**src/rtl/px_meta_line_tokenizer_defines.svh**
```systemverilog
// Assertion macros used by the tokenizer top level.
`ifndef PX_META_LINE_TOKENIZER_DEFINES_SVH
`define PX_META_LINE_TOKENIZER_DEFINES_SVH

// Same-cycle implication, disabled while reset is asserted.
`define PMLT_ASSERT_IMP(label, clk, rst_n, ante, cons) \
    label: assert property (@(posedge clk) disable iff (!rst_n) (ante) |-> (cons)) \
        else $error("tokenizer check failed");

// Next-cycle implication, disabled while reset is asserted.
`define PMLT_ASSERT_NEXT(label, clk, rst_n, ante, cons) \
    label: assert property (@(posedge clk) disable iff (!rst_n) (ante) |=> (cons)) \
        else $error("tokenizer check failed");

`endif

```
**src/rtl/pmlt_pkg.sv**
```systemverilog
`default_nettype none

package pmlt_pkg;

    typedef enum logic [3:0] {
        ACT_NONE     = 4'd0,
        ACT_APPEND   = 4'd1,
        ACT_DISCARD  = 4'd2,
        ACT_KEYWORD  = 4'd3,
        ACT_LANGUAGE = 4'd4,
        ACT_SUBKEY   = 4'd5,
        ACT_VALUE    = 4'd6,
        ACT_START    = 4'd7,
        ACT_START_KW = 4'd8
    } action_t;

    typedef enum logic [1:0] {
        PH_KEYWORD  = 2'd0,
        PH_LANGUAGE = 2'd1,
        PH_SUBKEYS  = 2'd2,
        PH_VALUES   = 2'd3
    } phase_t;

    localparam logic [3:0] ERR_NONE          = 4'd0;
    localparam logic [3:0] ERR_LBRACK_AFTER  = 4'd1;
    localparam logic [3:0] ERR_SEMI_KEYWORD  = 4'd2;
    localparam logic [3:0] ERR_RBRACK_KW     = 4'd3;
    localparam logic [3:0] ERR_RPAREN_KW     = 4'd4;
    localparam logic [3:0] ERR_WS_LANGUAGE   = 4'd5;
    localparam logic [3:0] ERR_BAD_LANGUAGE  = 4'd6;
    localparam logic [3:0] ERR_BAD_UNQUOTED  = 4'd7;
    localparam logic [3:0] ERR_OPEN_QUOTE    = 4'd8;
    localparam logic [3:0] ERR_OPEN_TIMEVAL  = 4'd9;
    localparam logic [3:0] ERR_MINUS_VALUE   = 4'd10;
    localparam logic [3:0] ERR_PENDING_VALUE = 4'd11;
    localparam logic [3:0] ERR_NO_VALUE      = 4'd12;
    localparam logic [3:0] ERR_NO_KEYWORD    = 4'd13;

    localparam logic [1:0] VK_NOT_SET  = 2'd0;
    localparam logic [1:0] VK_QUOTED   = 2'd1;
    localparam logic [1:0] VK_UNQUOTED = 2'd2;
    localparam logic [1:0] VK_ERROR    = 2'd3;

    localparam logic [7:0] CH_QUOTE  = 8'h22;
    localparam logic [7:0] CH_LBRACK = 8'h5B;
    localparam logic [7:0] CH_RBRACK = 8'h5D;
    localparam logic [7:0] CH_LPAREN = 8'h28;
    localparam logic [7:0] CH_RPAREN = 8'h29;
    localparam logic [7:0] CH_EQUAL  = 8'h3D;
    localparam logic [7:0] CH_SEMI   = 8'h3B;
    localparam logic [7:0] CH_COMMA  = 8'h2C;
    localparam logic [7:0] CH_COLON  = 8'h3A;
    localparam logic [7:0] CH_MINUS  = 8'h2D;

    localparam logic [2:0] DATA_LEN     = 3'd4;
    localparam logic [2:0] DATA_MISS    = 3'd7;
    localparam logic [3:0] TIMEVAL_LEN  = 4'd7;
    localparam logic [3:0] TIMEVAL_MISS = 4'd15;

    localparam int KF_DATA     = 0;
    localparam int KF_TIMEVAL  = 1;
    localparam int KF_NONEMPTY = 2;

    typedef struct packed {
        logic [7:0] byte_in;
        logic       line_end;
    } in_t;

    typedef struct packed {
        action_t    action;
        logic [7:0] char_out;
        logic [3:0] error_code;
        logic       line_done;
    } out_t;

    typedef struct packed {
        phase_t     phase;
        logic       in_quote;
        logic       saw_language;
        logic       saw_subkeys;
        logic [1:0] value_kind;
        logic       buffer_nonempty;
        logic [1:0] values_pushed;
        logic [2:0] data_match_pos;
        logic [3:0] timeval_match_pos;
        logic [2:0] keyword_flags;
        logic       halted;
    } state_t;

    localparam state_t STATE_RESET = '{phase: PH_KEYWORD, default: '0};

    function automatic logic is_ws(input logic [7:0] c);
        return (c == 8'd32) || ((c >= 8'd9) && (c <= 8'd13));
    endfunction

    function automatic logic [7:0] data_char(input logic [1:0] idx);
        logic [7:0] r;
        unique case (idx)
            2'd0:    r = 8'h44;
            2'd1:    r = 8'h41;
            2'd2:    r = 8'h54;
            default: r = 8'h41;
        endcase
        return r;
    endfunction

    function automatic logic [7:0] timeval_char(input logic [2:0] idx);
        logic [7:0] r;
        unique case (idx)
            3'd0:    r = 8'h54;
            3'd1:    r = 8'h49;
            3'd2:    r = 8'h4D;
            3'd3:    r = 8'h45;
            3'd4:    r = 8'h56;
            3'd5:    r = 8'h41;
            3'd6:    r = 8'h4C;
            default: r = 8'h00;
        endcase
        return r;
    endfunction

endpackage

`default_nettype wire

```
**src/rtl/px_meta_line_tokenizer.sv**
```systemverilog
// A byte accepted into the input register is parsed on its way to the result register.
// Throughput: one byte per cycle while results are taken; the parse state is updated when the result register loads.
// While a result waits to be taken, the input register takes one more byte, then stalls.
// Reset (rst_n low, asynchronous) returns the parse state to the start of a line
// and empties both the input and the result register.
`default_nettype none
`include "px_meta_line_tokenizer_defines.svh"

module px_meta_line_tokenizer (
    input  wire                 clk,
    input  wire                 rst_n,
    input  wire                 byte_valid,
    output logic                byte_stall,
    input  wire pmlt_pkg::in_t  byte_item,
    output logic                token_valid,
    input  wire                 token_stall,
    output pmlt_pkg::out_t      token_item
);

    logic             in_valid_reg;
    logic             in_valid_next;
    pmlt_pkg::in_t    in_reg;
    logic             res_valid_reg;
    logic             res_valid_next;
    pmlt_pkg::out_t   res_reg;
    pmlt_pkg::state_t state_reg;
    pmlt_pkg::state_t state_next;
    pmlt_pkg::state_t core_state;
    pmlt_pkg::out_t   core_result;
    logic             advance;
    logic             fire;
    logic             take;
    logic             res_error;
    logic             res_no_char;
    logic             line_closed;
    logic             line_fresh;

    // The result register can load when it is empty or its transaction completes.
    assign advance    = !res_valid_reg || !token_stall;
    assign fire       = in_valid_reg && advance;
    assign byte_stall = in_valid_reg && !advance;
    assign take       = byte_valid && !byte_stall;

    pmlt_core u_core (
        .state      (state_reg),
        .item       (in_reg),
        .state_next (core_state),
        .result     (core_result)
    );

    always_comb
    begin
        in_valid_next  = take ? 1'b1 : (advance ? 1'b0 : in_valid_reg);
        res_valid_next = fire ? 1'b1 : (token_stall ? res_valid_reg : 1'b0);
        state_next     = fire ? core_state : state_reg;
    end

    always_ff @(posedge clk or negedge rst_n)
    begin
        if (!rst_n)
        begin
            in_valid_reg  <= 1'b0;
            res_valid_reg <= 1'b0;
            state_reg     <= pmlt_pkg::STATE_RESET;
        end
        else
        begin
            in_valid_reg  <= in_valid_next;
            res_valid_reg <= res_valid_next;
            state_reg     <= state_next;
        end
    end

    always_ff @(posedge clk)
    begin
        if (take)
            in_reg <= byte_item;
        if (fire)
            res_reg <= core_result;
    end

    assign token_valid = res_valid_reg;
    assign token_item  = res_reg;

    assign res_error   = res_valid_reg && res_reg.error_code != pmlt_pkg::ERR_NONE;
    assign res_no_char = res_valid_reg && res_reg.action != pmlt_pkg::ACT_APPEND;
    assign line_closed = fire && in_reg.line_end;
    assign line_fresh  = !state_reg.halted && state_reg.phase == pmlt_pkg::PH_KEYWORD
                         && state_reg.keyword_flags == 3'd0;

    `PMLT_ASSERT_IMP(a_error_ends_line, clk, rst_n, res_error, res_reg.line_done)
    `PMLT_ASSERT_IMP(a_char_only_on_append, clk, rst_n, res_no_char, res_reg.char_out == 8'd0)
    `PMLT_ASSERT_NEXT(a_line_end_resets, clk, rst_n, line_closed, line_fresh)
    `PMLT_ASSERT_NEXT(a_held_byte_kept, clk, rst_n, byte_stall, in_valid_reg && $stable(in_reg))

endmodule

`default_nettype wire

```
**src/rtl/pmlt_core.sv**
```systemverilog
`default_nettype none

// Next-state and result logic for one byte of a metadata line.
module pmlt_core (
    input  wire pmlt_pkg::state_t state,
    input  wire pmlt_pkg::in_t    item,
    output pmlt_pkg::state_t      state_next,
    output pmlt_pkg::out_t        result
);

    function automatic pmlt_pkg::state_t buf_clear(input pmlt_pkg::state_t s);
        pmlt_pkg::state_t r;
        r = s;
        r.buffer_nonempty = 1'b0;
        r.data_match_pos = 3'd0;
        r.timeval_match_pos = 4'd0;
        return r;
    endfunction

    function automatic pmlt_pkg::state_t buf_append(input pmlt_pkg::state_t s,
                                                    input logic [7:0] c);
        pmlt_pkg::state_t r;
        r = s;
        r.buffer_nonempty = 1'b1;
        if (s.data_match_pos < pmlt_pkg::DATA_LEN
                && c == pmlt_pkg::data_char(s.data_match_pos[1:0]))
            r.data_match_pos = s.data_match_pos + 3'd1;
        else
            r.data_match_pos = pmlt_pkg::DATA_MISS;
        if (s.timeval_match_pos < pmlt_pkg::TIMEVAL_LEN
                && c == pmlt_pkg::timeval_char(s.timeval_match_pos[2:0]))
            r.timeval_match_pos = s.timeval_match_pos + 4'd1;
        else
            r.timeval_match_pos = pmlt_pkg::TIMEVAL_MISS;
        return r;
    endfunction

    function automatic pmlt_pkg::state_t take_keyword(input pmlt_pkg::state_t s);
        pmlt_pkg::state_t r;
        r = buf_clear(s);
        r.keyword_flags = {s.buffer_nonempty,
                           s.timeval_match_pos == pmlt_pkg::TIMEVAL_LEN,
                           s.data_match_pos == pmlt_pkg::DATA_LEN};
        return r;
    endfunction

    function automatic pmlt_pkg::state_t push_value(input pmlt_pkg::state_t s);
        pmlt_pkg::state_t r;
        r = buf_clear(s);
        if (s.values_pushed < 2'd2)
            r.values_pushed = s.values_pushed + 2'd1;
        return r;
    endfunction

    pmlt_pkg::state_t  ns;
    pmlt_pkg::action_t act;
    logic [3:0]        err;
    logic              done;
    logic [7:0]        c;
    logic              tv;

    always_comb
    begin
        ns   = state;
        act  = pmlt_pkg::ACT_NONE;
        err  = pmlt_pkg::ERR_NONE;
        done = item.line_end;
        c    = item.byte_in;
        tv   = state.keyword_flags[pmlt_pkg::KF_TIMEVAL];

        // Once the keyword is DATA the rest of the line is passed over.
        if (!state.halted && !state.keyword_flags[pmlt_pkg::KF_DATA])
        begin
            if (c == pmlt_pkg::CH_QUOTE)
                ns.in_quote = !state.in_quote;

            unique case (state.phase)
                pmlt_pkg::PH_KEYWORD:
                begin
                    unique case (c)
                        pmlt_pkg::CH_QUOTE:
                        begin
                        end
                        pmlt_pkg::CH_LBRACK:
                        begin
                            if (state.saw_subkeys)
                                err = pmlt_pkg::ERR_LBRACK_AFTER;
                            else
                            begin
                                ns = take_keyword(ns);
                                act = pmlt_pkg::ACT_KEYWORD;
                                ns.phase = pmlt_pkg::PH_LANGUAGE;
                                ns.saw_language = 1'b1;
                            end
                        end
                        pmlt_pkg::CH_LPAREN:
                        begin
                            if (!state.saw_language)
                            begin
                                ns = take_keyword(ns);
                                act = pmlt_pkg::ACT_KEYWORD;
                            end
                            else
                            begin
                                ns = buf_clear(ns);
                                act = pmlt_pkg::ACT_DISCARD;
                            end
                            ns.phase = pmlt_pkg::PH_SUBKEYS;
                            ns.saw_subkeys = 1'b1;
                        end
                        pmlt_pkg::CH_EQUAL:
                        begin
                            if (!(state.saw_subkeys || state.saw_language))
                            begin
                                ns = take_keyword(ns);
                                act = pmlt_pkg::ACT_START_KW;
                            end
                            else
                            begin
                                ns = buf_clear(ns);
                                act = pmlt_pkg::ACT_START;
                            end
                            ns.values_pushed = 2'd0;
                            ns.phase = pmlt_pkg::PH_VALUES;
                        end
                        pmlt_pkg::CH_SEMI:   err = pmlt_pkg::ERR_SEMI_KEYWORD;
                        pmlt_pkg::CH_RBRACK: err = pmlt_pkg::ERR_RBRACK_KW;
                        pmlt_pkg::CH_RPAREN: err = pmlt_pkg::ERR_RPAREN_KW;
                        default:
                        begin
                            if (ns.in_quote || !pmlt_pkg::is_ws(c))
                            begin
                                ns = buf_append(ns, c);
                                act = pmlt_pkg::ACT_APPEND;
                            end
                        end
                    endcase
                end

                pmlt_pkg::PH_LANGUAGE:
                begin
                    priority if (pmlt_pkg::is_ws(c))
                        err = pmlt_pkg::ERR_WS_LANGUAGE;
                    else if (c == pmlt_pkg::CH_EQUAL || c == pmlt_pkg::CH_LPAREN
                             || c == pmlt_pkg::CH_LBRACK || c == pmlt_pkg::CH_SEMI
                             || c == pmlt_pkg::CH_RPAREN || c == pmlt_pkg::CH_QUOTE)
                        err = pmlt_pkg::ERR_BAD_LANGUAGE;
                    else if (c == pmlt_pkg::CH_RBRACK)
                    begin
                        ns = buf_clear(ns);
                        act = pmlt_pkg::ACT_LANGUAGE;
                        ns.phase = pmlt_pkg::PH_KEYWORD;
                    end
                    else
                    begin
                        ns = buf_append(ns, c);
                        act = pmlt_pkg::ACT_APPEND;
                    end
                end

                pmlt_pkg::PH_SUBKEYS:
                begin
                    priority if (c == pmlt_pkg::CH_QUOTE)
                    begin
                    end
                    else if ((c == pmlt_pkg::CH_COMMA || c == pmlt_pkg::CH_RPAREN)
                             && ns.in_quote)
                    begin
                        ns = buf_append(ns, c);
                        act = pmlt_pkg::ACT_APPEND;
                    end
                    else if (c == pmlt_pkg::CH_COMMA)
                    begin
                        ns = buf_clear(ns);
                        act = pmlt_pkg::ACT_SUBKEY;
                    end
                    else if (c == pmlt_pkg::CH_RPAREN)
                    begin
                        // An empty subkey before the closing parenthesis is not pushed.
                        if (state.buffer_nonempty)
                        begin
                            ns = buf_clear(ns);
                            act = pmlt_pkg::ACT_SUBKEY;
                        end
                        ns.phase = pmlt_pkg::PH_KEYWORD;
                    end
                    else if (ns.in_quote || !pmlt_pkg::is_ws(c))
                    begin
                        ns = buf_append(ns, c);
                        act = pmlt_pkg::ACT_APPEND;
                    end
                    else
                    begin
                        // Whitespace outside quotes is dropped.
                    end
                end

                default:
                begin
                    priority if (state.values_pushed != 2'd0
                                 && state.value_kind == pmlt_pkg::VK_ERROR)
                    begin
                        if (c == pmlt_pkg::CH_SEMI)
                            err = pmlt_pkg::ERR_PENDING_VALUE;
                    end
                    else if (ns.in_quote)
                    begin
                        priority if (state.value_kind == pmlt_pkg::VK_NOT_SET)
                        begin
                            ns.value_kind = pmlt_pkg::VK_QUOTED;
                            if (c != pmlt_pkg::CH_QUOTE)
                            begin
                                ns = buf_append(ns, c);
                                act = pmlt_pkg::ACT_APPEND;
                            end
                        end
                        else if (state.value_kind == pmlt_pkg::VK_QUOTED)
                        begin
                            priority if (c == pmlt_pkg::CH_QUOTE)
                            begin
                            end
                            else if (c == pmlt_pkg::CH_SEMI
                                     && state.values_pushed >= 2'd2)
                                err = pmlt_pkg::ERR_OPEN_QUOTE;
                            else if (tv && c == pmlt_pkg::CH_SEMI
                                     && state.values_pushed != 2'd0)
                                err = pmlt_pkg::ERR_OPEN_TIMEVAL;
                            else
                            begin
                                ns = buf_append(ns, c);
                                act = pmlt_pkg::ACT_APPEND;
                            end
                        end
                        else
                            ns.value_kind = pmlt_pkg::VK_ERROR;
                    end
                    else if (pmlt_pkg::is_ws(c) || c == pmlt_pkg::CH_QUOTE)
                    begin
                    end
                    else
                    begin
                        unique case (c)
                            pmlt_pkg::CH_LBRACK, pmlt_pkg::CH_EQUAL, pmlt_pkg::CH_RBRACK:
                                err = pmlt_pkg::ERR_BAD_UNQUOTED;
                            pmlt_pkg::CH_COMMA:
                            begin
                                ns = push_value(ns);
                                act = pmlt_pkg::ACT_VALUE;
                                ns.value_kind = pmlt_pkg::VK_NOT_SET;
                            end
                            pmlt_pkg::CH_COLON:
                            begin
                                ns = buf_append(ns, c);
                                act = pmlt_pkg::ACT_APPEND;
                            end
                            pmlt_pkg::CH_MINUS:
                            begin
                                if (!tv)
                                    err = pmlt_pkg::ERR_MINUS_VALUE;
                                else
                                begin
                                    ns = buf_append(ns, c);
                                    act = pmlt_pkg::ACT_APPEND;
                                end
                            end
                            pmlt_pkg::CH_RPAREN:
                            begin
                                if (tv)
                                begin
                                    ns = buf_append(ns, c);
                                    act = pmlt_pkg::ACT_APPEND;
                                end
                                else
                                    ns.value_kind = pmlt_pkg::VK_ERROR;
                            end
                            pmlt_pkg::CH_SEMI:
                            begin
                                ns = push_value(ns);
                                act = pmlt_pkg::ACT_VALUE;
                            end
                            default:
                            begin
                                // Only the first unquoted value keeps its characters.
                                if (state.value_kind == pmlt_pkg::VK_NOT_SET
                                        || state.value_kind == pmlt_pkg::VK_UNQUOTED)
                                begin
                                    ns.value_kind = pmlt_pkg::VK_UNQUOTED;
                                    if (state.values_pushed == 2'd0)
                                    begin
                                        ns = buf_append(ns, c);
                                        act = pmlt_pkg::ACT_APPEND;
                                    end
                                end
                                else if (state.value_kind == pmlt_pkg::VK_QUOTED)
                                    ns.value_kind = pmlt_pkg::VK_ERROR;
                            end
                        endcase
                    end
                end
            endcase

            if (err != pmlt_pkg::ERR_NONE)
            begin
                ns.halted = 1'b1;
                act = pmlt_pkg::ACT_NONE;
                done = 1'b1;
            end
        end

        // End-of-line checks look at the state left by this byte.
        if (item.line_end && !state.halted && err == pmlt_pkg::ERR_NONE)
        begin
            if (ns.values_pushed == 2'd0 && !ns.keyword_flags[pmlt_pkg::KF_DATA])
                err = pmlt_pkg::ERR_NO_VALUE;
            else if (!ns.keyword_flags[pmlt_pkg::KF_NONEMPTY])
                err = pmlt_pkg::ERR_NO_KEYWORD;
        end

        if (item.line_end)
            ns = pmlt_pkg::STATE_RESET;
    end

    assign state_next        = ns;
    assign result.action     = act;
    assign result.char_out   = (act == pmlt_pkg::ACT_APPEND) ? c : 8'd0;
    assign result.error_code = err;
    assign result.line_done  = done;

endmodule

`default_nettype wire

```
**config.mk**
```make
export PLATFORM = sky130hd
export DESIGN_NAME = px_meta_line_tokenizer
export DESIGN_NICKNAME = d
export VERILOG_FILES = /design/src/rtl/pmlt_pkg.sv /design/src/rtl/px_meta_line_tokenizer.sv /design/src/rtl/pmlt_core.sv
export VERILOG_INCLUDE_DIRS = /design/src /design/src/rtl
export SDC_FILE = /design/constraint.sdc
export NUM_CORES = 1
export LEC_CHECK = 0
export ABC_AREA = 0
export BUFFER_PORTS_ARGS = -buffer_cell sky130_fd_sc_hd__buf_2
export CELL_PAD_IN_SITES_DETAIL_PLACEMENT = 1
export CELL_PAD_IN_SITES_GLOBAL_PLACEMENT = 2
export CORE_MARGIN = 2
export CORE_UTILIZATION = 43
export CTS_BUF_LIST = sky130_fd_sc_hd__clkbuf_8
export CTS_CLUSTER_SIZE = 14
export DETAILED_ROUTE_END_ITERATION = 7
export GPL_TIMING_DRIVEN = 1
export HOLD_SLACK_MARGIN = 0.1
export PLACE_DENSITY = 0.85
export RECOVER_POWER = 25
export SLEW_MARGIN = 20
export SYNTH_ARGS = -nofsm -noshare
export SYNTH_HDL_FRONTEND = slang
export SYNTH_HIERARCHICAL = 1
export SYNTH_SLANG_ARGS = --single-unit
```
**constraint.sdc**
```tcl
create_clock -name clk -period 7.7 [get_ports clk]
set_input_delay 1.54 -clock clk [delete_from_list [all_inputs] [get_ports clk]]
set_output_delay 1.54 -clock clk [all_outputs]
set_load 0.05 [all_outputs]
```
==> summary.md, run 1 <==
| Metric | Value |
|---|---|
| Launching point of the worst reg2reg path | in_reg[5] |
| Layout net count | a little under 600 |
| Post-synth EDFFs | 26 |
| Drt first pass iters | 6 |
| Req. time, crit path | 7.76 ns |
| RD Place Congestion | around 0.95 |
| I/O pins | 32 |
| Crit path DAT | between 4 and 5 ns |
| Worst-path clk slew | approximately 0.11 ns |
| Clock skew | between 0.015 and 0.02 ns |
| CTS tree | yes |
| Area of the mapped netlist | slightly below 5000 um2 |
| CTS buffer count | 5 |
| Pwr per Cell Area | between 150 and 200 nW/um2 |
| Via Count | 4,986 |
| Largest net degree at the start of global routing | 39 |
| Maxcap violations | 1 |
| Initial core utilization | between 40% and 50% |
| Pleak | between 0.0015 and 0.002 uW |
| Number of placed cells counting well taps | approximately 700 |
| Clock Sinks | 49 |
| Layout Cells excl Fill | 712 |
| Post-synthesis register bit count | 49 |
| Synth Area per Inst | between 8 and 9 um2 |
| Most common cell after layout, fill and taps aside | nor2_1 |
| Post-DP HPWL | 13,300 um |
| Least-Margin Pin Slew | roughly 1.6 ns |
| Die X | between 100 and 150 um |
| Register area share after synthesis | 27.6% |
| Cells after synthesis | approximately 570 |
| Routed Antenna Nets | 0 |
| Syn-to-layout area delta | 4.53% |
| Max Transition Viols Final | 24 |
| Routed wire length | roughly 18,000 um |
| Layout cells sized above 1 | approximately 18% |
| Row Count | 39 |
| Min cycle time layout | 4.08 ns |
| Maximum vdd drop | roughly 0.094 mV |
| Vias in the first global route | a little under 5,000 |
| Global route overflow | 0 |
| Hold_ws | 0.523 ns |
| Layout Utilization | a little under half |
| DP Area | 5030 um2 |
| Most frequent cells in the layout | nor2_1, nand2_1, a21oi_1 |
| Violated checks | capacitance limit, slew limit |
| Initial antenna violation count | 0 |
| R2R Path End | token_item[9] |
| Synth unique cells | 99 |
| Setup slack, reg-to-reg | approximately 3.6 ns |
| Worst-skew pair later-pin latency | between 0.3 and 0.4 ns |
| Post-CTS setup buffers | 0 |
| Die Y | 111 um |
| Wire per inst | roughly 26 um |
| Status | finished, violations left |
| Endpoints failing setup | 0 |
| Total GRT Usage | between 20% and 30% |
| CTS Buffer Depth | 2 |
| Max-Slew Margin vs Limit | -9.95% |
| Unrepaired setup endpoints after global routing | false |
| Final period utilization | between 50% and 60% |
| Die Area | roughly 12,000 um2 |
| Area share of the largest cell type after synthesis | between 10% and 20% |
| Hold Path End | token_valid |
| Setup TNS | 0 ns |
| Hold Startpoint | in_valid_reg |
| Hold WC Path Type | reg -> reg |
| Crit path max fanout | 21 |
| CP endpoint kind | flip-flop |
| Gates resized, CTS repair | 0 |
| Via/cell ratio | approximately 7.0 |
| Area of the core | ~11,000 um2 |
| Fmax achieved | 0.245 GHz |
| CP Launch Type | flip-flop |
| Port-buffer cells | 31 |
| DRC viols | 0 |
| Final Hold Viols | 0 |
| ANT cells | 0 |
| First-pass GRT wire length | ~29,000 um |
| Mapped Nets | 590 |
| Reg2reg path depth | 7 |
| Hold Path Depth | 1 |
| Clock root cell | clkbuf_8 |
| Cell taking the most area after synthesis | edfxtp_1 |
| Critical path class | reg -> reg |
| Post-synth ARST share | 46.9% |
| CTS Hold Bufs | 0 |
| Yosys warnings | 6 |
| Leading post-synthesis cells by cell area | edfxtp_1, dfrtp_1, mux2_2 |
| H-tree depth | 2 |
| Final instance area | 5140 um2 |
| Max reg flops | 21 |
| Starting DRC count in detailed routing | ~420 |
| Top_reg_cell synth | edfxtp_1 |
==> synth_stat cells (6+ instances only) <==
master	count
nor3_1	21
o211ai_1	6
nand2_1	43
nor4_1	12
o31ai_1	6
nand3_1	14
dfrtp_1	23
inv_1	18
a21oi_1	39
nor2b_1	6
clkbuf_1	19
buf_2	6
buf_6	10
and3_1	6
nand2b_1	10
ha_1	10
edfxtp_1	26
o21ai_0	35
a211oi_1	13
nor2_1	50
and2_1	6
nand4_1	8
mux2_2	22
==> report_power, final <==
group	leakage (uW)	internal, uW	total [uW]	switching [uW]
combinational	0.00131	85.2	244	159
sequential	0.000549	303	362	59.6
clock	0.0000591	99.5	207	108
==> layout make-up <==
type | instances | area [um2]
clock buffer | 5 | 68.8
clock inverter | 3 | 47.5
fill | 1333 | 6130
inverter | 19 | 71.3
multi-input combinational | 458 | 3240
sequential | 49 | 1360
tap | 143 | 179
timing repair buffer | 35 | 183
==> kinds of logic (layout without fill, tap and decap cells) <==
group	count (synthesis)	count (layout)	synth area share, %
AOI/OAI and AO/OA	191	191	29.7
xor gates and xnor gates	5	5	0.891
adders and majority gates	10	10	2.54
and+or+nand+nor	227	227	27.0
buffers and inverters	60	62	6.64
DFF	49	49	27.6
muxes	25	25	5.65
==> stage by stage <==
step,total power (uW),setup slack [ns]
3_5_place_dp,606,3.76
5_1_grt,853,3.33
4_1_cts,818,3.69
3_3_place_gp,601,3.73
6_report,814,3.62
2_1_floorplan,534,4.19
==> worst max path at each step <==
| stage | depth (start not counted) | slack [ns] | from | to |
|---|---|---|---|---|
| floorplan | 2 | 4.19 | token_stall | byte_stall |
| global placement | 8 | 3.73 | in_reg[5] | state_reg[10] |
| detailed placement | 7 | 3.76 | in_reg[5] | token_item[8] |
| CTS | 7 | 3.69 | in_reg[5] | token_item[7] |
| global route | 7 | 3.33 | in_reg[5] | token_item[8] |
| finish | 7 | 3.62 | in_reg[5] | token_item[9] |
==> critical path, cell delays in order, from the launching register on <==
cell and delay (ns):
edfxtp_1 0.71, or4b_1 0.85, o21ai_0 0.48, o2111ai_1 0.65, nand2_1 0.30, nand2_1 0.14
a221oi_4 0.56, nor4_1 0.11
==> metal layers <==
| metal | track usage (%) | vias up | wire, um |
|---|---|---|---|
| met3 | 5.52 | 49 | 1360 |
| met2 | 47.9 | 243 | 8580 |
| met5 | 0 | - | 0 |
| met1 | 38.9 | 2478 | 7740 |
| met4 | 12.3 | 0 | 676 |
| li1 | - | 2216 | - |
Power figures use the tool's default switching activity.
==> run 2, diff against run 1 <==
--- a/config.mk
+++ b/config.mk
@@ -11,13 +11,13 @@
 export CELL_PAD_IN_SITES_DETAIL_PLACEMENT = 1
 export CELL_PAD_IN_SITES_GLOBAL_PLACEMENT = 2
 export CORE_MARGIN = 2
-export CORE_UTILIZATION = 43
+export CORE_UTILIZATION = 40
 export CTS_BUF_LIST = sky130_fd_sc_hd__clkbuf_8
 export CTS_CLUSTER_SIZE = 14
 export DETAILED_ROUTE_END_ITERATION = 7
 export GPL_TIMING_DRIVEN = 1
 export HOLD_SLACK_MARGIN = 0.1
-export PLACE_DENSITY = 0.85
+export PLACE_DENSITY = 0.8
 export RECOVER_POWER = 25
 export SLEW_MARGIN = 20
 export SYNTH_ARGS = -nofsm -noshare
==> constraint.sdc (replaced) <==
create_clock -name clk -period 3.9 [get_ports clk]
set_input_delay 0.78 -clock clk [delete_from_list [all_inputs] [get_ports clk]]
set_output_delay 0.78 -clock clk [all_outputs]
set_load 0.05 [all_outputs]
==> run 2 against run 1 <==
The run still ends with capacitance limit, slew limit left. First-iteration DRC count up 5.5%. Flip-flop and latch count unchanged. Design area is 4.3% higher. Critical path depth increased by 2. Largest power group unchanged.
==> summary.md, run 2 (synthesized netlist as in run 1, its figures left out) <==
| Metric | Value |
|---|---|
| Int Pwr | 913 uW |
| Clock root cell | clkbuf_8 |
| Routed wire length | ~19,000 um |
| Sw Ratio | a little over two fifths |
| Layout Cells excl Fill | ~750 |
| Die Area | approximately 13,000 um2 |
| Slowest cell on crit path | dfrtp_1 |
| Starting DRC count in detailed routing | roughly 440 |
| Fmax achieved | between 0.2 and 0.3 GHz |
| CP Buf/Inv Count | 0 |
| CTS Buffer Depth | 2 |
| Violated checks | capacitance limit, slew limit |
| Global route overflow | 0 |
| Final Hold Viols | 0 |
| Wire per inst | about 26 um |
| Routed Antenna Nets | 0 |
| DP Worst Slack | -0.0220 ns |
| Status | finished, violations left |
| CP peak stage delay | 0.59 ns |
| Endpoints failing setup | 0 |
| Pleak | ~0.0021 uW |
| Largest net degree at the start of global routing | 29 |
| Multi-input logic area | 3250 um2 |
| CP Cell Sequence | ha_1 > and2_1 > a2111oi_1 > o2111ai_2 > a211oi_4 > a32oi_1 > o31ai_1 > nor4_1 > mux2_2 |
| Req. time, crit path | a little over 4 ns |
| Min cycle time layout | 3.67 ns |
| CTS buffer count | 5 |
| Layout cells sized above 1 | between 20% and 30% |
| Setup TNS | 0 ns |
| Max reg flops | 21 |
| Clock Sinks | a little under 50 |
| Crit path DAT | 3.92 ns |
| First-pass GRT wire length | 29,800 um |
| Worst-skew pair later-pin latency | 0.35 ns |
| Die X | roughly 110 um |
| Via/cell ratio | between 6 and 7 |
| Max-Slew Margin vs Limit | -7.92% |
| Via Count | 5,038 |
| Number of placed cells counting well taps | about 740 |
| Clock skew | between 0.02 and 0.025 ns |
| Drt first pass iters | 5 |
| CP Launch Type | flip-flop |
| Row Count | 40 |
| Pwr per Cell Area | 293 nW/um2 |
| Psw | between 600 and 700 uW |
| Layout net count | 620 |
| DRC viols | 0 |
| Most common cell after layout, fill and taps aside | nor2_1 |
| Most frequent cells in the layout | nor2_1, nand2_1, a21oi_1 |
| Critical path class | reg -> reg |
| Syn-to-layout area delta | 9.01% |
| Delay-heaviest family, CP | compound AO/OA/AOI/OAI gates |
| Clk pwr share | between 20% and 30% |
| Sequential Area | about 1400 um2 |
| Maxcap violations | 1 |
| Die Y | between 100 and 150 um |
| Initial core utilization | around two fifths |
| Vias in the first global route | around 5,000 |
| Combinational share of power | around a third |
| I/O pins | 32 |
| RD Place Congestion | between 0.9 and 1 |
| Maximum vdd drop | 0.170 mV |
| CP endpoint kind | flip-flop |
| Worst-path clk slew | between 0.1 and 0.15 ns |
| ANT cells | 0 |
| Max Transition Viols Final | 24 |
| Unrepaired setup endpoints after global routing | false |
| Initial antenna violation count | 0 |
| Post-DP HPWL | 14,400 um |
| Port-buffer cells | 31 |
| Hold WC Path Type | reg -> reg |
| Area of the core | about 12,000 um2 |
| Least-Margin Pin Slew | about 1.6 ns |
| Fillers | roughly 1,500 |
| Final period utilization | between 90% and 100% |
| Final worst slack | approximately 0.23 ns |
| Total GRT Usage | between 20% and 30% |
| H-tree depth | 2 |
| Crit path max fanout | 12 |
| Seq pwr share | approximately 44% |
| CTS tree | yes |
## run 2: final timing paths
| kind | start | cells after the start | slack (ns) | endpoint |
|---|---|---|---|---|
| max | state_reg[4] | 9 | 0.23 | state_reg[7] |
| min | in_valid_reg | 1 | 0.51 | token_valid |
| max reg2reg | state_reg[4] | 9 | 0.23 | state_reg[7] |
| min reg2reg | in_valid_reg | 1 | 0.51 | token_valid |
| max in group asynchronous | rst_n | 1 | 2.12 | state_reg[1] |
| min in group asynchronous | rst_n | 1 | 0.82 | state_reg[6] |
## run 2: power by group through the flow
| stage | Sequential (uW) | Combinational [uW] | Clock, uW |
|---|---|---|---|
| 6_report | 693 | 547 | 331 |
| 4_1_cts | 691 | 536 | 349 |
| 5_1_grt | 705 | 587 | 358 |
| 3_3_place_gp | 699 | 527 | 0 |
| 2_1_floorplan | 699 | 355 | 0 |
| 3_5_place_dp | 701 | 530 | 0 |
## run 2: timing repair
item	4_1_cts	5_1_grt
buffers inserted	0	0
hold buffers	0	0
setup endpoints to repair	1	4
pin swaps	0	1
gates resized for setup	1	3
endpoints found under the hold margin	0	0
## run 2: worst register-to-register path, stage by stage (launching register included)
cell,delay (ns)
dfrtp_1,0.59
ha_1,0.42
and2_1,0.23
a2111oi_1,0.53
o2111ai_2,0.40
a211oi_4,0.52
a32oi_1,0.24
o31ai_1,0.29
nor4_1,0.07
mux2_2,0.29
## run 2: layout make-up
| type | instances | share of cell area [%] |
|---|---|---|
| Clock buffer | 5 | 1.28 |
| Clock inverter | 3 | 0.327 |
| Inverter | 19 | 1.33 |
| Multi-Input combinational cell | 458 | 60.6 |
| Sequential cell | 49 | 25.3 |
| Tap cell | 147 | 3.43 |
| Timing Repair Buffer | 64 | 7.70 |
## run 2: layer usage
| layer | global-route usage [%] | up-vias | wire (um) |
|---|---|---|---|
| met5 | 0 | - | 0 |
| met4 | 11.9 | 0 | 668 |
| met3 | 4.85 | 53 | 1250 |
| met2 | 46.0 | 194 | 8690 |
| met1 | 42.2 | 2527 | 8540 |
| li1 | - | 2264 | - |
## run 2: through the flow
step / area [um2] / util, % / hold slack, ns / total power, uW
detailed placement: 5260 / 43.8 / 0.477 / 1230
floorplan: 4920 / - / 0.456 / 1050
global route: 5360 / 44.6 / 0.545 / 1650
CTS: 5360 / 44.6 / 0.456 / 1580
global placement: 5260 / 43.8 / 0.477 / 1230
finish: 5360 / 44.6 / 0.506 / 1570
==> run 3, diff against run 2 <==
--- a/config.mk
+++ b/config.mk
@@ -11,16 +11,15 @@
 export CELL_PAD_IN_SITES_DETAIL_PLACEMENT = 1
 export CELL_PAD_IN_SITES_GLOBAL_PLACEMENT = 2
 export CORE_MARGIN = 2
-export CORE_UTILIZATION = 40
+export CORE_UTILIZATION = 39
 export CTS_BUF_LIST = sky130_fd_sc_hd__clkbuf_8
 export CTS_CLUSTER_SIZE = 14
 export DETAILED_ROUTE_END_ITERATION = 7
 export GPL_TIMING_DRIVEN = 1
 export HOLD_SLACK_MARGIN = 0.1
-export PLACE_DENSITY = 0.8
+export PLACE_DENSITY = 0.79
 export RECOVER_POWER = 25
 export SLEW_MARGIN = 20
 export SYNTH_ARGS = -nofsm -noshare
 export SYNTH_HDL_FRONTEND = slang
-export SYNTH_HIERARCHICAL = 1
 export SYNTH_SLANG_ARGS = --single-unit
==> constraint.sdc (replaced) <==
create_clock -name clk -period 3.9 [get_ports clk]
set_input_delay 0.39 -clock clk [delete_from_list [all_inputs] [get_ports clk]]
set_output_delay 0.39 -clock clk [all_outputs]
set_load 0.05 [all_outputs]
==> run 3 against run 2 <==
The flow finishes with violations (capacitance limit). Worst setup slack better by 0.14 ns. Routed wire length down 21%. Die area shrank 14%. Clock skew is 0.0089 ns lower. Cell count fell by 15%. Clock power decreased by 4%. Non-clock buffer count is 16 lower. Via count down 20%. Hold slack worse by 0.29 ns. Sequential share of layout area grew 4.7 points. Combinational power is 32% lower. Design area shrank 16%. Critical path type unchanged. Highest routed layer unchanged.
==> summary.md, run 3 <==
| Metric | Value |
|---|---|
| Max reg flops | 21 |
| Violated checks | capacitance limit |
| Starting DRC count in detailed routing | approximately 310 |
| Total GRT Usage | between 20% and 30% |
| R2R Path End | token_item[6] |
| Area share of the largest cell type after synthesis | a little under a fifth |
| Largest net degree at the start of global routing | 26 |
| Top_reg_cell synth | edfxtp_1 |
| Post-synthesis register bit count | 49 |
| Layout net count | roughly 520 |
| Launching point of the worst reg2reg path | in_reg[5] |
| Hold_ws | roughly 0.22 ns |
| Reg2reg path depth | 8 |
| Die Y | around 110 um |
| DRC viols | 0 |
| Routed Antenna Nets | 0 |
| Endpoints failing setup | 0 |
| Via/cell ratio | 6.36 |
| Drt first pass iters | 5 |
| RD Place Congestion | about 1.0 |
| Initial antenna violation count | 0 |
| Layout Cells excl Fill | 632 |
| Met2 Wirelength | 6880 um |
| First-pass GRT wire length | between 20,000 and 25,000 um |
| Status | finished, violations left |
| Pwr per Cell Area | 295 nW/um2 |
| Most frequent cells in the layout | nand2_1, nor2_1, buf_2 |
| Initial core utilization | between 40% and 50% |
| Synth Area per Inst | 8.80 um2 |
| Cells after synthesis | 468 |
| Worst-path clk slew | roughly 0.1 ns |
| Cell taking the most area after synthesis | edfxtp_1 |
| Most common cell in the netlist | nand2_1 |
| Hold Path End | in_reg[0] |
| Row Count | 37 |
| Yosys warnings | 0 |
| ANT cells | 0 |
| Min cycle time layout | roughly 3.5 ns |
| Top sig layer | met4 |
| Maxcap violations | 1 |
| Area of the mapped netlist | between 4000 and 5000 um2 |
| Layout cells sized above 1 | about 17% |
| Post-DP HPWL | between 10,000 and 15,000 um |
| Die X | around 110 um |
| DP Worst Slack | 0.479 ns |
| H-tree depth | 2 |
| Via Count | around 4,000 |
| Area of the core | approximately 10,000 um2 |
| Register area share after synthesis | 32.9% |
| Leading post-synthesis cells by cell area | edfxtp_1, dfrtp_1, ha_1 |
| Max Transition Viols Final | 0 |
| Pleak | around 0.0017 uW |
| Number of placed cells counting well taps | roughly 620 |
| Maximum vdd drop | 0.207 mV |
| Hold Startpoint | byte_item[0] |
| Post-synth ARST share | between 40% and 50% |
| Synth unique cells | around 90 |
| CP peak stage delay | 0.74 ns |
| Critical path class | reg -> reg |
| M1 WL | around 6800 um |
| Crit path max fanout | 25 |
| Hold WC Path Type | in -> reg |
| Unrepaired setup endpoints after global routing | false |
| Vias in the first global route | 4,142 |
| Max-Slew Margin vs Limit | less than 1% |
| Final worst slack | around 0.37 ns |
| Syn-to-layout area delta | 9.87% |
| CTS Buffer Depth | 2 |
| Gates resized, CTS repair | 0 |
| Most common cell after layout, fill and taps aside | nand2_1 |
| Slowest cell on crit path | edfxtp_1 |
| Clock skew | 0.0120 ns |
| Global route overflow | 0 |
| Clock Sinks | slightly below 50 |
| Total Power | approximately 1300 uW |
| Worst-skew pair later-pin latency | 0.34 ns |
| Routed wire length | ~15,000 um |
| CP endpoint kind | flip-flop |
| Die Area | roughly 11,000 um2 |
| Req. time, crit path | about 4 ns |
| Setup TNS | 0 ns |
| Wire per inst | about 24 um |
| Crit path DAT | around 3.6 ns |
| Fmax achieved | roughly 0.28 GHz |
| Met3 routed WL | around 870 um |
| Clock root cell | clkbuf_8 |
| Port-buffer cells | 31 |
| Setup slack, reg-to-reg | approximately 0.37 ns |
| CTS buffer count | 5 |
| Post-CTS setup buffers | 0 |
| I/O pins | 32 |
| Least-Margin Pin Slew | 1.50 ns |
| Final Hold Viols | 0 |
| CTS tree | yes |
| Most frequent cells after synthesis | nand2_1, nor2_1, a21oi_1, edfxtp_1 |
| Final period utilization | between 90% and 100% |
| Hold Path Depth | 1 |
| Post-synth EDFFs | 26 |
| CP Cell Sequence | or3_1 > a2111oi_4 > nor2_2 > a2111oi_0 > and4bb_4 > nand4_2 > inv_2 > and3_1 |
| Mapped Nets | 495 |
| Fillers | between 1,000 and 1,500 |
| CP Launch Type | flip-flop |
==> run 3: cell types whose count changed in the layout (fill, tap and decap cells not counted), sizes merged, moves of 7 or more <==
cell	change
nor4	-10
nor2	-16
a21oi	-15
mux2	-20
a211oi	-13
buf	-16
nand2	-7
o21ai	-13
==> run 3: cell families after synthesis <==
group           count (synthesis)  share of synthesized area, %
simple gates                  207                          31.6
compound gates                129                          22.0
buf+inv                        54                          5.62
flops                          49                          32.9
fa+ha+maj                      15                          4.49
mux                             9                          2.25
xor+xnor                        5                          1.06
==> run 3: cell type report <==
cell class / instances / area, um2 / share of cell area (%)
clock buffers: 5 / 68.8 / 1.52
clock inverters: 3 / 17.5 / 0.387
inverters: 26 / 97.6 / 2.16
multi-input cells: 365 / 2530 / 55.9
flip-flops and latches: 49 / 1360 / 30.0
well taps: 136 / 170 / 3.76
repair buffers: 48 / 284 / 6.27
==> run 3: power breakdown <==
group	switching [uW]	total, uW	internal, uW
Combinational	245	371	126
Clock	192	317	124
Sequential	54.8	650	595
Total	492	1340	846
==> run 3: worst max path at each step <==
| stage | to | startpoint | cells after the start | slack (ns) |
|---|---|---|---|---|
| 2_1_floorplan | token_item[6] | in_reg[1] | 9 | 1.18 |
| 3_3_place_gp | token_item[6] | in_reg[5] | 8 | 0.40 |
| 3_5_place_dp | token_item[6] | in_reg[5] | 8 | 0.48 |
| 4_1_cts | token_item[6] | in_reg[5] | 8 | 0.42 |
| 5_1_grt | token_item[6] | in_reg[5] | 8 | 0.09 |
| 6_report | token_item[6] | in_reg[5] | 8 | 0.37 |
==> run 3: critical path: cells and delay by family (launching register included) <==
family,cells,cell delay (ns)
AND/OR/NAND/NOR,5,1.31
AO/OA/AOI/OAI,2,1.19
flip-flops,1,0.74
buffers and inverters,1,0.05
==> run 3: timing repair <==
action                     4_1_cts  5_1_grt
hold buffers                     1        0
setup endpoints to repair        0        0
hold endpoints to repair        20        0
==> run 3: stage by stage <==
stage                     util, %  area [um2]
after floorplan                 -        4120
after global placement       43.1        4430
after detailed placement     43.1        4430
after CTS                    44.1        4530
after global routing         44.0        4530
final                        44.0        4530
==> run 3: per-layer routing <==
| layer | global-route usage, % | vias to the layer above |
|---|---|---|
| li1 | - | 1866 |
| met1 | 38.5 | 1971 |
| met2 | 44.3 | 150 |
| met3 | 5.41 | 34 |
| met4 | 10.9 | 0 |
| met5 | 0 | - |
